===== src/hdl/pbcp_pkg.sv =====
// ============================================================================
// pbcp_pkg
// Shared constants for the pseudo-Bayes conditional probability block.
// ============================================================================
package pbcp_pkg;

    // default count width and probability fraction width
    localparam int COUNT_BITS_DEF = 24;
    localparam int PROB_BITS_DEF  = 16;

    // fraction bits of the smoothing weight
    localparam int K_FRAC_BITS = 8;

endpackage


===== src/hdl/pbcp_div.sv =====
// ============================================================================
// pbcp_div
// Pipelined fractional divider: a compare stage that flags a quotient of one
// or more, then one restoring step per quotient bit.
// ============================================================================
module pbcp_div
    import pbcp_pkg::*;
#(
    parameter int W      = 2 * COUNT_BITS_DEF + 9,
    parameter int Q_W    = PROB_BITS_DEF,
    parameter int SIDE_W = 1
) (
    input  logic              aclk,
    input  logic              aresetn,
    input  logic              en,
    input  logic              in_valid,
    input  logic [W-1:0]      in_num,
    input  logic [W-1:0]      in_den,
    input  logic [SIDE_W-1:0] in_side,
    output logic              out_valid,
    output logic [Q_W-1:0]    out_quot,
    output logic              out_sat,
    output logic [SIDE_W-1:0] out_side
);

    // compare stage
    logic              cmp_vld_reg;
    logic [W-1:0]      cmp_num_reg;
    logic [W-1:0]      cmp_den_reg;
    logic              cmp_sat_reg;
    logic [SIDE_W-1:0] cmp_side_reg;

    always_ff @(posedge aclk) begin
        if (!aresetn) begin
            cmp_vld_reg <= 1'b0;
        end else if (en) begin
            cmp_vld_reg <= in_valid;
        end
        if (en) begin
            cmp_num_reg  <= in_num;
            cmp_den_reg  <= in_den;
            cmp_sat_reg  <= (in_num >= in_den);
            cmp_side_reg <= in_side;
        end
    end

    logic              vld_reg  [Q_W];
    logic [W-1:0]      num_reg  [Q_W];
    logic [W-1:0]      den_reg  [Q_W];
    logic [Q_W-1:0]    quot_reg [Q_W];
    logic              sat_reg  [Q_W];
    logic [SIDE_W-1:0] side_reg [Q_W];

    genvar k;
    generate
        for (k = 0; k < Q_W; k++) begin : g_step
            logic              vld_prev;
            logic [W-1:0]      num_prev;
            logic [W-1:0]      den_prev;
            logic [Q_W-1:0]    quot_prev;
            logic              sat_prev;
            logic [SIDE_W-1:0] side_prev;
            logic [W:0]        num_sh;
            logic              take;
            logic [W:0]        num_next;

            // stage input select
            if (k == 0) begin : g_first
                assign vld_prev  = cmp_vld_reg;
                assign num_prev  = cmp_num_reg;
                assign den_prev  = cmp_den_reg;
                assign quot_prev = '0;
                assign sat_prev  = cmp_sat_reg;
                assign side_prev = cmp_side_reg;
            end else begin : g_rest
                assign vld_prev  = vld_reg[k-1];
                assign num_prev  = num_reg[k-1];
                assign den_prev  = den_reg[k-1];
                assign quot_prev = quot_reg[k-1];
                assign sat_prev  = sat_reg[k-1];
                assign side_prev = side_reg[k-1];
            end

            // shift, compare and subtract
            always_comb begin
                num_sh   = {num_prev, 1'b0};
                take     = (num_sh >= {1'b0, den_prev});
                num_next = take ? (num_sh - {1'b0, den_prev}) : num_sh;
            end

            // stage registers
            always_ff @(posedge aclk) begin
                if (!aresetn) begin
                    vld_reg[k] <= 1'b0;
                end else if (en) begin
                    vld_reg[k] <= vld_prev;
                end
                if (en) begin
                    num_reg[k]  <= num_next[W-1:0];
                    den_reg[k]  <= den_prev;
                    quot_reg[k] <= {quot_prev[Q_W-2:0], take};
                    sat_reg[k]  <= sat_prev;
                    side_reg[k] <= side_prev;
                end
            end
        end
    endgenerate

    assign out_valid = vld_reg[Q_W-1];
    assign out_quot  = quot_reg[Q_W-1];
    assign out_sat   = sat_reg[Q_W-1];
    assign out_side  = side_reg[Q_W-1];

endmodule


===== config.mk =====
export PLATFORM = sky130hd
export DESIGN_NAME = pbcp_div
export DESIGN_NICKNAME = d
export VERILOG_FILES = /design/src/hdl/pbcp_pkg.sv /design/src/hdl/pbcp_div.sv
export SDC_FILE = /design/constraint.sdc
export NUM_CORES = 2
export LEC_CHECK = 0
export BUFFER_PORTS_ARGS = -buffer_cell sky130_fd_sc_hd__buf_2
export CORE_AREA = 2 2 500 502
export CTS_CLUSTER_SIZE = 25
export DETAILED_ROUTE_END_ITERATION = 10
export DIE_AREA = 0 0 502 504
export PLACE_DENSITY = 0.76
export SYNTH_ARGS = -nofsm -noshare
export SYNTH_HDL_FRONTEND = slang
export SYNTH_SLANG_ARGS = --single-unit

===== constraint.sdc =====
create_clock -name aclk -period 5.2 [get_ports aclk]
set_input_delay 0.52 -clock aclk [delete_from_list [all_inputs] [get_ports aclk]]
set_output_delay 0.52 -clock aclk [all_outputs]
set_load 0.005 [all_outputs]

==> qor.yml <==
tns_ns: 0
hp-class: "input pin to flip-flop"
cts_made_buffers: 219
ys_ff_latch: 2011
num_rows: 183
drcViolationCount: 0
htreeDepth: 4
fin_crit_sh: 0.938
cts_buffer_depth: 3
synth_common_cells: "edfxtp_1 (2009), a21oi_1 (1362), inv_1 (1261)"
finalClockSkew_ns: 0.0679
synth_most_common_cell: "edfxtp_1"
synthDistinctLibCells: 98
overflow: 0
ys_seq_area_frac: 0.481
firstDrtPassIters: 8
ys_warn_count: 0
clock-root-buffer: "clkbuf_16"
numPortBuffers: 137
routed-via-count: 90433
drive_gt1_frac: 0.0785
slew_violations: 0
coreArea_um2: 248000
yosysTopAreaCell: "edfxtp_1"
die_y_um: 504
synthCells: 12326
antenna_cells: 0
finalSetupViolCount: 0
synth-edff-count: 2009
outcome: "finished clean"
startpoint_type: "flip-flop"
synth_area_leaders: "edfxtp_1 (48%), ha_1 (9.6%), a21oi_1 (5.4%), inv_1 (3.8%), xnor2_1 (3.2%)"
relSlewSlack: 0.205
ant_nets: 0
die_w_um: 502
grt.total_usage: 0.236
finalWirelength_um: 304000
avgSynthCellArea_um2: 10.2
synth_flop_cell: "edfxtp_1"
cts_tree: "built"
routed_via_density: 5.64
final_util: 0.561
antenna_found_initial: 2
clk_pin_slew_ns: 0.06
async_flop_share: 0
critical_path_required_ns: 5.77
start_util: 0.507
grt_max_degree: 170
dieArea_um2: 253000
layout.nets: 13623
dp_hpwl_um: 236000
syn_nets: 13428
insertion_delay_ns: 0.89
grt_first_pass_wirelength_um: 478000
fmax_mhz: 205
syn_to_final_growth_pct: 10.7
worst-setup-path-type: "flip-flop to flip-flop"
synth_top_area_frac: 0.480
powerDensity_nw_per_um2: 623
p_leak_nw: 57.7
synthesis.area_um2: 126000
num-fill-cells: 21445
grt_pass1_vias: 91193
crit_arrival_ns: 5.45
min_period_ns: 4.88
num_io_pins: 138
peakVddDrop_v: 0.000364
drt_iter0_markers: 5286
cts.sinks: 2011
gp_congestion: 0.945
tightestPinTransition_ns: 1.16
routedWlPerCell_um: 19.0
grt_setup_unrepaired: "false"
hold_viol: 0
cp-end-kind: "flip-flop"
cp_max_fo: 38
drv_cap: 0
==> cells in the final DEF, fill, tap and decap left out, types with 93 or more instances in the layout <==
cell           synthesis  final
nor2b_1              121    121
buf_4                  9    163
a21oi_1             1362   1362
inv_1               1261   1261
xor2_1               296    296
nand4_1              265    265
nand2b_1             111    111
a21o_1               525    525
nand3_1              177    177
nand2_1              893    893
and3_1                93     93
buf_2                 61    136
clkbuf_16              0    219
nor2_1               847    847
xnor2_1              462    462
dlygate4sd3_1          0    118
edfxtp_1            2009   2009
o21bai_1             178    178
o21ai_0              767    767
a31oi_1              100     98
nor3_1               122    122
ha_1                 968    968
mux2_2               241    241
==> critical path, cell delays in order (launching register included) <==
cell and delay, ns:
edfxtp_1 0.41, ha_1 0.47, and4_1 0.31, and4_1 0.38, o211ai_1 0.28, a211oi_1 0.28
buf_4 0.18, o31a_1 0.26, a21oi_1 0.18, or3_1 0.43, o41ai_2 0.36, a221o_4 0.59
mux2_2 0.40
==> kinds of logic (layout without fill, tap and decap cells) <==
group	Yosys count	in the layout	synth area share
XOR/XNOR	758	758	0.0529
AO/OA/AOI/OAI	3635	3635	0.179
AND/OR/NAND/NOR	2906	2906	0.109
multiplexers	299	299	0.0266
buffers and inverters	1734	2118	0.0531
adder cells (fa/ha/maj)	983	983	0.0989
flip-flops	2011	2011	0.481
==> layer usage <==
metal,vias to the layer above,global-route usage,part of all wire
met5,-,0,0
met4,0,0.154,0.075
met3,836,0.0245,0.031
met2,2142,0.439,0.51
met1,42132,0.252,0.38
li1,45323,-,-
==> cell type report <==
type	instances	area (um2)	area share
flip-flops and latches	2011	60400	0.434
multi-input cells	8581	58700	0.422
clock buffers	256	5620	0.0404
inverters	1262	4740	0.0341
well taps	3330	4170	0.0300
repair buffers	446	3670	0.0264
clock inverters	154	1750	0.0126
==> stage by stage <==
step | setup WS (ns) | cell area [um2] | total power [mW] | hold WS, ns | cells
after detailed placement | 0.341 | 130000 | 70.4 | 0.405 | 15512
after floorplan | 1.49 | 126000 | 58.8 | 0.400 | 12326
after global placement | 0.331 | 130000 | 70.2 | 0.400 | 15512
after CTS | 0.294 | 139000 | 86.5 | 0.213 | 16040
after global routing | 0.151 | 139000 | 92.6 | 0.234 | 16040
final | 0.324 | 139000 | 86.5 | 0.336 | 16040
==> power by group <==
group | total, mW | internal [mW] | switching [mW]
Combinational | 44.0 | 18.4 | 25.6
Sequential | 26.9 | 24.4 | 2.50
Clock | 15.6 | 9.08 | 6.53
==> path summary, 6_finish.rpt <==
| check | depth (start not counted) | slack, ns | end | start |
|---|---|---|---|---|
| setup / recovery | 12 | 0.32 | num_reg[2][16] | num_reg[1][69] |
| hold reg to reg | 0 | 0.40 | quot_reg[6][25] | quot_reg[6][8] |
| hold / removal | 1 | 0.34 | den_reg[3][111] | en |
| setup reg to reg | 12 | 0.32 | num_reg[2][16] | num_reg[1][69] |
==> timing repair <==
action                                 4_1_cts  5_1_grt
hold buffers                               118        0
endpoints found under the hold margin      117        0
resized for setup                            0        0
setup buffers                                0        0
Power figures use the tool's default switching activity.
