File: config.mk
export PLATFORM = sky130hd
export DESIGN_NAME = pbcp_isqrt
export DESIGN_NICKNAME = d
export VERILOG_FILES = /design/src/hdl/pbcp_pkg.sv /design/src/hdl/pbcp_isqrt.sv
export SDC_FILE = /design/constraint.sdc
export NUM_CORES = 1
export LEC_CHECK = 0
export ABC_AREA = 1
export BUFFER_PORTS_ARGS = -buffer_cell sky130_fd_sc_hd__clkbuf_2
export CORE_ASPECT_RATIO = 1.25
export CORE_UTILIZATION = 53
export DETAILED_ROUTE_END_ITERATION = 6
export PLACE_DENSITY = 0.69
export RECOVER_POWER = 100
export SLEW_MARGIN = 20
export SYNTH_ARGS = -nofsm -noshare
export SYNTH_HDL_FRONTEND = slang
export SYNTH_SLANG_ARGS = --single-unit
File: constraint.sdc
create_clock -name aclk -period 2.1 [get_ports aclk]
set_input_delay 0.21 -clock aclk [delete_from_list [all_inputs] [get_ports aclk]]
set_output_delay 0.21 -clock aclk [all_outputs]
set_load 0.005 [all_outputs]
File: src/hdl/pbcp_pkg.sv
// ============================================================================
// pbcp_pkg
// Shared constants for the pseudo-Bayes conditional probability block.
// ============================================================================
package pbcp_pkg;

    // default count width and probability fraction width
    localparam int COUNT_BITS_DEF = 24;
    localparam int PROB_BITS_DEF  = 16;

    // fraction bits of the smoothing weight
    localparam int K_FRAC_BITS = 8;

endpackage

File: src/hdl/pbcp_isqrt.sv
// ============================================================================
// pbcp_isqrt
// Pipelined integer square root, one result bit per stage, with a sideband
// word that travels alongside each transaction.
// ============================================================================
module pbcp_isqrt
    import pbcp_pkg::*;
#(
    parameter int IN_W   = COUNT_BITS_DEF + 2 * K_FRAC_BITS,
    parameter int RT_W   = (IN_W + 1) / 2,
    parameter int SIDE_W = 1
) (
    input  logic              aclk,
    input  logic              aresetn,
    input  logic              en,
    input  logic              in_valid,
    input  logic [IN_W-1:0]   in_data,
    input  logic [SIDE_W-1:0] in_side,
    output logic              out_valid,
    output logic [RT_W-1:0]   out_root,
    output logic [SIDE_W-1:0] out_side
);

    localparam int RAD_W = 2 * RT_W;
    localparam int REM_W = RT_W + 2;

    logic              vld_reg  [RT_W];
    logic [RAD_W-1:0]  rad_reg  [RT_W];
    logic [REM_W-1:0]  rem_reg  [RT_W];
    logic [RT_W-1:0]   root_reg [RT_W];
    logic [SIDE_W-1:0] side_reg [RT_W];

    genvar k;
    generate
        for (k = 0; k < RT_W; k++) begin : g_stage
            logic              vld_prev;
            logic [RAD_W-1:0]  rad_prev;
            logic [REM_W-1:0]  rem_prev;
            logic [RT_W-1:0]   root_prev;
            logic [SIDE_W-1:0] side_prev;
            logic [REM_W-1:0]  rem_sh;
            logic [REM_W-1:0]  trial;
            logic              take;
            logic [REM_W-1:0]  rem_next;
            logic [RT_W-1:0]   root_next;

            // stage input select
            if (k == 0) begin : g_first
                assign vld_prev  = in_valid;
                assign rad_prev  = RAD_W'(in_data);
                assign rem_prev  = '0;
                assign root_prev = '0;
                assign side_prev = in_side;
            end else begin : g_rest
                assign vld_prev  = vld_reg[k-1];
                assign rad_prev  = rad_reg[k-1];
                assign rem_prev  = rem_reg[k-1];
                assign root_prev = root_reg[k-1];
                assign side_prev = side_reg[k-1];
            end

            // one digit of the root: bring down two bits, try (4r+1)
            always_comb begin
                rem_sh    = {rem_prev[RT_W-1:0], rad_prev[RAD_W-1 -: 2]};
                trial     = {root_prev, 2'b01};
                take      = (rem_sh >= trial);
                rem_next  = take ? (rem_sh - trial) : rem_sh;
                root_next = {root_prev[RT_W-2:0], take};
            end

            // stage registers
            always_ff @(posedge aclk) begin
                if (!aresetn) begin
                    vld_reg[k] <= 1'b0;
                end else if (en) begin
                    vld_reg[k] <= vld_prev;
                end
                if (en) begin
                    rad_reg[k]  <= rad_prev << 2;
                    rem_reg[k]  <= rem_next;
                    root_reg[k] <= root_next;
                    side_reg[k] <= side_prev;
                end
            end
        end
    endgenerate

    assign out_valid = vld_reg[RT_W-1];
    assign out_root  = root_reg[RT_W-1];
    assign out_side  = side_reg[RT_W-1];

endmodule

==> run_results.csv <==
group,metric,value,unit
finish,diodes,0,
finish,synthToLayoutAreaGrowth,29.9,%
finish,final_util,69.7,%
synthesis,synthArstFlopShare,0,%
clocking,clkTransAtPathRegs,70,ps
finish,largest_register_ff_count,380,
finish,fin_nets,6572,
synthesis,netlist_area,0.0508,mm2
synthesis,yosysMostFrequentCell,"nand2_1",
floorplanning,rows,126,
synthesis,synth.distinct_cells,53,
critical_path,critPathLaunchType,"register",
placement,portBuffers,66,
synthesis,ys_warn_count,0,
power,p_leak,28.8,nW
detailed_routing,drt-wirelength-per-cell,16.4,um
critical_path,arrival,2560,ps
critical_path,cp.required,2530,ps
floorplanning,die_x,279,um
detailed_routing,num_vias,39000,
sta,finalWorstSetupSlack,-24.7,ps
detailed_routing,antenna_left,0,
finish,multi_input_area,0.0212,mm2
detailed_routing,first_iter_violations,2293,
clocking,cts_buffers,96,
sta,maxSlewViolCount,0,
synthesis,netlist_top_cells_count,"1716 x nand2_1, 986 x edfxtp_1, 816 x inv_1",
floorplanning,initial_core_util,53.6,%
sta,hold_viol_final,0,
detailed_routing,first_pass_iters,5,
placement,pre_cts_slack,-218,ps
sta,fin_crit_sh,101,%
synthesis,synth_edf_count,986,
critical_path,critical_path.endpoint_type,"register",
min_path,min_path_type,"in -> reg",
clocking,cts_buffer_depth,3,
outcome,status,"finished with violations",
synthesis,syn_avg_cell_area,9.52,um2
sta,worst_slew_pin_slew,1030,ps
critical_path,crit_type,"reg -> reg",
sta,setup_violations,3,
synthesis,yosys_register_bits,987,
floorplanning,fp.dieArea,0.0971,mm2
placement,place_congestion,0.953,
power,power,58.4,mW
power,peakVddDrop,786,uV
global_route,antenna_found_initial,0,
clocking,cts_tree,"built",
outcome,violations,"negative setup slack",
detailed_routing,wirelength,125,mm
finish,seqCellArea,0.0296,mm2
flow_run,cap_violations,0,
sta,fmax,0.471,GHz
synthesis,synth_top_area_share,58.3,%
critical_path,worstPathMaxFanout,6,
sta,rsz0062_at_grt,"true",
clocking,ctsRootBufferMaster,"clkbuf_16",
floorplanning,die_h,348,um
sta,finalClockSkew,64.6,ps
detailed_routing,drcViolationCount,0,
global_route,grt_pass1_vias,37500,
clocking,insertion_delay,700,ps
finish,drive_above_1_share,26.7,%
sta,period_needed,2120,ps
floorplanning,ios,67,
global_route,grt_usage,24.5,%
synthesis,yosysTopAreaCell,"edfxtp_1",
clocking,htreeDepth,3,
clocking,cts_sinks,987,
global_route,grt_pass1_wl,188,mm
placement,post-dp-hpwl,89.8,mm
detailed_routing,viasPerCell,5.10,
finish,n_fill_cell,6987,
global_route,grt.overflow.total,0,
power,powerDensity,885,mW/mm2
synthesis,syn_nets,5615,
synthesis,yosys-top-cells-area,"edfxtp_1 58%, nand2_1 13%, inv_1 6.0%, ha_1 5.7%, nor2_1 3.3%",
floorplanning,coreArea,0.0947,mm2
synthesis,ys.flop_type,"edfxtp_1",
synthesis,synthCells,5339,
sta,relSlewSlack,31.4,%
synthesis,seq_area_frac_synth,58.3,%
global_route,grt_max_degree,99,
## worst max-delay path, stage by stage (launching register included)
cell	delay [ps]
edfxtp_1	420
inv_2	90
ha_4	220
buf_6	130
nand2_2	60
nand2_2	50
nand2_2	70
nand2_2	70
a21oi_2	170
nand2_2	100
nand2_4	90
nand2_8	90
buf_6	160
nand2_1	80
nand2_2	80
## power by group
| group | total [mW] | internal, mW | switching [mW] | leakage (nW) |
|---|---|---|---|---|
| registers | 25.8 | 24.3 | 1.49 | 9.50 |
| clock network | 17.2 | 9.74 | 7.51 | 1.53 |
| logic | 15.4 | 6.83 | 8.54 | 17.8 |
## stage by stage
step	instances	area, um2	TNS [ps]	hold WS [ps]
final	7650	66000	-27.2	215
after global routing	7650	66000	-5260	198
after CTS	7487	61900	-3.29	182
after detailed placement	7217	57000	-6960	389
after global placement	7217	57000	-5540	388
after floorplan	5339	50800	0	309
## timing repair
action,CTS,global route
pin swaps,41,214
cloned,1,14
gates resized for setup,133,674
buffers inserted,51,150
setup endpoints to repair,152,331
hold buffers,46,0
endpoints found under the hold margin,64,0
## kinds of logic (layout without fill, tap and decap cells)
kind of cell	count (synthesis)	count (layout)	synth area share, %
compound gates	402	402	4.37
xor+xnor	162	162	2.79
fa+ha+maj	231	231	5.69
buf+inv	872	1900	6.90
flops	987	987	58.3
other cells	1	1	0.00738
simple gates	2684	2687	21.9
## routing by layer
layer	share of wire [%]	wire length, um	GRT usage [%]
met1	40	49700	29.0
met2	53	66000	45.5
met4	3.5	4390	8.84
met3	4.2	5290	2.91
met5	0	0	0
## final timing paths
kind	from	end	slack, ps	cells after the start
worst min-delay path	in_data[26]	rad_reg[0][26]$_DFFE_PP_	210	2
worst max-delay path	root_reg[8][5]$_DFFE_PP_	rem_reg[8][32]$_DFFE_PP_	-20	14
worst min register to register	rad_reg[3][34]$_DFFE_PP_	rad_reg[4][36]$_DFFE_PP_	370	0
worst max register to register	root_reg[8][5]$_DFFE_PP_	rem_reg[8][32]$_DFFE_PP_	-20	14
## placed cells by master (no fill, tap or decap), types with 10 or more instances in the layout
cell,n
nand4_1,62
nand2_4,43
buf_6,11
nand2_1,1501
clkinv_2,17
clkbuf_4,73
o21ai_1,34
nand3_1,245
o21ai_0,89
xnor2_1,57
clkbuf_2,61
nand3b_1,51
bufinv_16,10
nor2_1,385
xor2_1,104
nor2_2,51
a21oi_4,12
ha_4,128
nand2_2,189
edfxtp_1,986
o21ai_2,21
nor3_2,12
inv_1,733
a21oi_2,71
clkbuf_16,105
dlygate4sd3_1,46
clkbuf_1,43
inv_2,85
buf_12,33
ha_1,94
a21oi_1,141
nand3_2,35
o21bai_1,13
buf_4,625
nor3_1,38
nor2_4,30
clkinv_1,13
## area by class of cell
class | count | area share, %
Sequential cell | 987 | 44.9
Multi-Input combinational cell | 3483 | 32.0
Timing Repair Buffer | 894 | 11.0
Inverter | 832 | 4.83
Clock buffer | 110 | 3.72
Tap cell | 1280 | 2.43
Clock inverter | 62 | 1.11
Timing Repair inverter | 2 | 0.0265
Power figures use the tool's default switching activity.
